--- src/rtl/core/drqc_pkg.sv ---
`default_nettype none
package drqc_pkg;

    localparam logic [1:0] FUNC_READ  = 2'd0;
    localparam logic [1:0] FUNC_WRITE = 2'd1;
    localparam logic [1:0] FUNC_TICK  = 2'd2;
    localparam logic [1:0] FUNC_NONE  = 2'd3;

    localparam logic [1:0] CFG_BATCH     = 2'd0;
    localparam logic [1:0] CFG_SNAP_LEN  = 2'd1;
    localparam logic [1:0] CFG_SNAP_ADDR = 2'd2;

    localparam logic [0:0] KIND_READ  = 1'b0;
    localparam logic [0:0] KIND_CLEAN = 1'b1;

    typedef struct packed {
        logic clearing;
        logic accept;
        logic commit;
    } ctrl_cmd_t;

    typedef struct packed {
        logic clear_done;
        logic makes_result;
        logic out_blocked;
    } ctrl_sts_t;

endpackage
`default_nettype wire

--- src/rtl/core/drqc_ctrl.sv ---
`default_nettype none
module drqc_ctrl (
    input  wire logic                 aclk,
    input  wire logic                 aresetn,
    input  wire logic                 s_tvalid,
    output logic                      s_tready,
    input  wire drqc_pkg::ctrl_sts_t  sts,
    output drqc_pkg::ctrl_cmd_t       cmd
);

    typedef enum logic [2:0] {
        ST_CLEAR = 3'b001,
        ST_IDLE  = 3'b010,
        ST_EXEC  = 3'b100
    } state_t;

    state_t state_reg, state_next;

    always_comb begin
        cmd.clearing = (state_reg == ST_CLEAR);
        cmd.accept   = (state_reg == ST_IDLE) && s_tvalid;
        cmd.commit   = (state_reg == ST_EXEC) && !(sts.makes_result && sts.out_blocked);
        s_tready     = (state_reg == ST_IDLE);
        state_next   = state_reg;
        unique case (state_reg)
            ST_CLEAR: begin
                if (sts.clear_done) begin
                    state_next = ST_IDLE;
                end
            end
            ST_IDLE: begin
                if (s_tvalid) begin
                    state_next = ST_EXEC;
                end
            end
            ST_EXEC: begin
                if (cmd.commit) begin
                    state_next = ST_IDLE;
                end
            end
            default: state_next = ST_CLEAR;
        endcase
    end

    always_ff @(posedge aclk) begin
        if (!aresetn) begin
            state_reg <= ST_CLEAR;
        end else begin
            state_reg <= state_next;
        end
    end

endmodule
`default_nettype wire

--- config.mk ---
export PLATFORM = sky130hd
export DESIGN_NAME = drqc_ctrl
export DESIGN_NICKNAME = d
export VERILOG_FILES = /design/src/rtl/core/drqc_pkg.sv /design/src/rtl/core/drqc_ctrl.sv
export SDC_FILE = /design/constraint.sdc
export NUM_CORES = 1
export LEC_CHECK = 0
export ABC_AREA = 1
export BUFFER_PORTS_ARGS = -buffer_cell sky130_fd_sc_hd__buf_2
export CAP_MARGIN = 10
export CORE_AREA = 2 2 39 41
export DETAILED_ROUTE_END_ITERATION = 8
export DIE_AREA = 0 0 41 43
export SLEW_MARGIN = 20
export SYNTH_ARGS = -nofsm -noshare
export SYNTH_HDL_FRONTEND = slang
export SYNTH_SLANG_ARGS = --single-unit
--- constraint.sdc ---
create_clock -name aclk -period 1.6 [get_ports aclk]
set_clock_uncertainty 0.2 [all_clocks]
set_input_delay 0.16 -clock aclk [delete_from_list [all_inputs] [get_ports aclk]]
set_output_delay 0.16 -clock aclk [all_outputs]
set_load 0.005 [all_outputs]
Word level (Yosys, flattened, before mapping)
Cells that the tools add are included.

Input port bits: 6. Flip-flop bits (word level): 3. Word-level logic and storage cells: 16. Output and inout port bits: 4.

Reduce and logical (&&, ||, !) cells: 5. Equality and inequality tests: 6. Multiplexer cells: 4.

Operator list (count): 2-to-1 mux 3 bit (3); one-hot mux 3 bit (3 select lines) (1); inequality test 2 bit, second input constant (3); == test 3 x 1 -> 1 bit, second input constant (1); == test 3 x 2 -> 1 bit, second input constant (1); == test 3 bit, second input constant (1); logical AND 1 bit (3); AND reduction 3 bit (1); logical NOT 1 bit (1).

Logic depth before layout (Yosys ltp)
Depth in word-level cells: 5. Depth in mapped cells: 7. Gate-level depth less buffers: 7.

Worst setup path before layout
OpenSTA, ideal clock, no wires.

Path kind: register to output. Start: register state_reg[2]. End: output port cmd[0] in the netlist's numbering. Setup slack: 0.477 ns. Data required time: 1.240 ns. Data arrival time: 0.763 ns. Path buffers: 0. Stages on the path, launching flop included: 3. Cell sequence: dfxtp_1 > inv_2 > nor4_1.

RTL lines: from (decl) (line drqc_ctrl.sv:17) `state_t state_reg, state_next;`; from (signal assigned) (line drqc_ctrl.sv:49) `state_reg <= state_next;`; to (decl) (line drqc_ctrl.sv:8) `output drqc_pkg::ctrl_cmd_t cmd`.

==> results.ini <==
[critical_path]
path_class = flip-flop to output pin
cp_slowest_cell = dfxtp_1
crit_family = flip-flops
regToRegSetupSlack_ps = 430
r2r-end = state_reg[1]$_SDFFE_PN0P_
crit_chain = inv_2 > nor4_1 > buf_2
cp_data_arrival_time_ps = 1100
slowest_delay_ps = 470
cp_num_buf_inv = 2
critPathCaptureType = output pin
worstPathRequired_ps = 1240
r2r_start = state_reg[2]$_SDFFE_PN0P_
rr_worst_depth = 5
path_max_fanout = 6
cp-start-kind = flip-flop

[pwr]
vdd_drop_max_mv = 0.346
p_per_area_nw_per_um2 = 1090
p_leak_nw = 0.171

[layout]
largest_register_ff_count = 3
area_delta_synth_final_pct = 50.3
n_antenna_cell = 0
drive_above_1_share_pct = 44.4
final_nets = 52

[global_routing]
grt_max_degree = 7
grt_first_pass_wirelength_um = 862
antenna_found_initial = 0
grt_usage_pct = 7.42
first_global_vias = 264
grt-ovfl-total = 0

[cts]
cts_resized = 0
cts_root_buf = clkbuf_4
clk_path_buf_depth = 2
cts_tree = done
numCtsBuffers = 3
clock-sinks = 3
htree_levels = 1
clkTransAtPathRegs_ps = 30
worst_skew_pair.late_latency_ps = 230

[route]
drtAntennaViolNets = 0
via_count = 230
drc_errors = 0
dr.pass1.iters = 1
wire_per_inst_um = 7.30
routed_wirelength_um = 445
drt_iter0_drc = 0
vias_per_cell = 3.77

[synth]
ys_seq_elements = 3
synth.area.top_cells = dfxtp_1 30%, nand2_1 17%, inv_1 9.3%, nor3_4 8.1%, nor2_2 6.2%
synth_cells = 31
syn_nets = 37
yosysWarnings = 0
yosysUniqueCellTypes = 13
synth_top_area_cell = dfxtp_1
synth.avg_cell_area_sq_um = 6.50
ys_seq_area_share_pct = 29.8
synth_top_area_share_pct = 29.8
post_synth_instance_area_sq_um = 201

[timing]
maxSlewHeadroom_pct = 81.6
worstMarginPinSlew_ps = 276
report.final.setup_viol = 0
finalHoldViolCount = 0
fmax_mhz = 683
hold_ws_ps = 22.3
rsz0062_at_grt = false
period_needed_ps = 1460
min_period_over_period_pct = 91.5
maxSlewViolCount = 0
setup_tns_ps = 0

[place]
detailed_place_hpwl_um = 389
numPortBuffers = 9
gp_congestion = 0.673

[min_path]
hp-start = s_tvalid
hold_class = primary input to flip-flop
min_to = state_reg[2]$_SDFFE_PN0P_
min_path_cells = 3

[floorplanning]
die_h_um = 43
dieArea_sq_um = 1760
rows = 14
die_w_um = 41
core_area_sq_um = 1380
ioPinCount = 10
start_util_pct = 14.6

[outcome]
outcome = finished clean

[flow_run]
drv_cap = 0

cells in the mapped netlist:
cell / count
nand4_1: 1
nand2_2: 1
inv_1: 5
a21boi_2: 1
nand3_1: 2
nor2_1: 1
nor4_1: 1
nor3_4: 1
inv_2: 3
nor2_2: 2
dfxtp_1: 3
nand2_1: 9
o21ai_0: 1
per-layer routing:
metal,GRT usage (%),part of all wire [%],vias to the layer above
li1,-,-,122
met1,6.41,33,105
met2,12.2,63,3
met3,3.14,3.6,0
met4,6.00,0,0
met5,0,0,-
power by group:
group | leakage [nW] | internal, W | switching (W)
combinational | 0.131 | 0.0000392 | 0.0000561
sequential | 0.0247 | 0.0000870 | 0.0000150
clock | 0.0150 | 0.0000934 | 0.0000382
total | 0.171 | 0.000220 | 0.000109
worst max path at each step:
stage                              startpoint     end  slack, ps  cells after the start
floorplan           state_reg[2]$_SDFFE_PN0P_  cmd[0]        480                      2
global placement    state_reg[2]$_SDFFE_PN0P_  cmd[0]        390                      3
detailed placement  state_reg[2]$_SDFFE_PN0P_  cmd[0]        370                      3
CTS                 state_reg[2]$_SDFFE_PN0P_  cmd[0]        110                      3
global route        state_reg[2]$_SDFFE_PN0P_  cmd[0]         40                      3
finish              state_reg[2]$_SDFFE_PN0P_  cmd[0]        140                      3
cells by family after synthesis:
group	after synthesis	share of synthesized area, %
AND/OR/NAND/NOR	18	47.2
buffers and inverters	8	14.9
flip-flops	3	29.8
AO/OA/AOI/OAI	2	8.07
cell usage in the layout, fill, tap and decap left out:
cell           instances
clkbuf_1               1
nor4_1                 1
o21ai_0                1
nand2_1                9
inv_2                  3
nor2_1                 1
nand2_2                1
clkbuf_4               3
nand4_1                1
nor3_4                 1
dlygate4sd3_1          1
nor2_2                 2
buf_2                  9
dfxtp_1                3
inv_1                  5
nand3_1                2
a21boi_2               1
tightest hold or removal path, cell delays in order:
cell,delay [ps]
buf_2,110
nand2_2,80
a21boi_2,50
stage by stage:
stage	instances	power [W]	util [%]	instance area, sq um	setup slack, ps
2_1_floorplan	31	0.000166	-	201	477
3_3_place_gp	56	0.000197	19.3	267	390
3_5_place_dp	56	0.000200	19.3	267	367
4_1_cts	61	0.000338	21.9	303	114
5_1_grt	61	0.000367	21.9	303	44.4
6_report	61	0.000329	21.9	303	135
timing repair:
item                                   in CTS  in global routing
buffers inserted                            0                  0
hold buffers                                1                  0
endpoints found under the hold margin       3                  0
layout make-up:
class                           instances  area [sq um]
Multi-Input combinational cell         20           111
Tap cell                               16          20.0
Clock buffer                            4          26.3
Fill cell                             168          1080
Timing Repair Buffer                   10          55.1
Inverter                                8          30.0
Sequential cell                         3          60.1
Power figures use the tool's default switching activity.
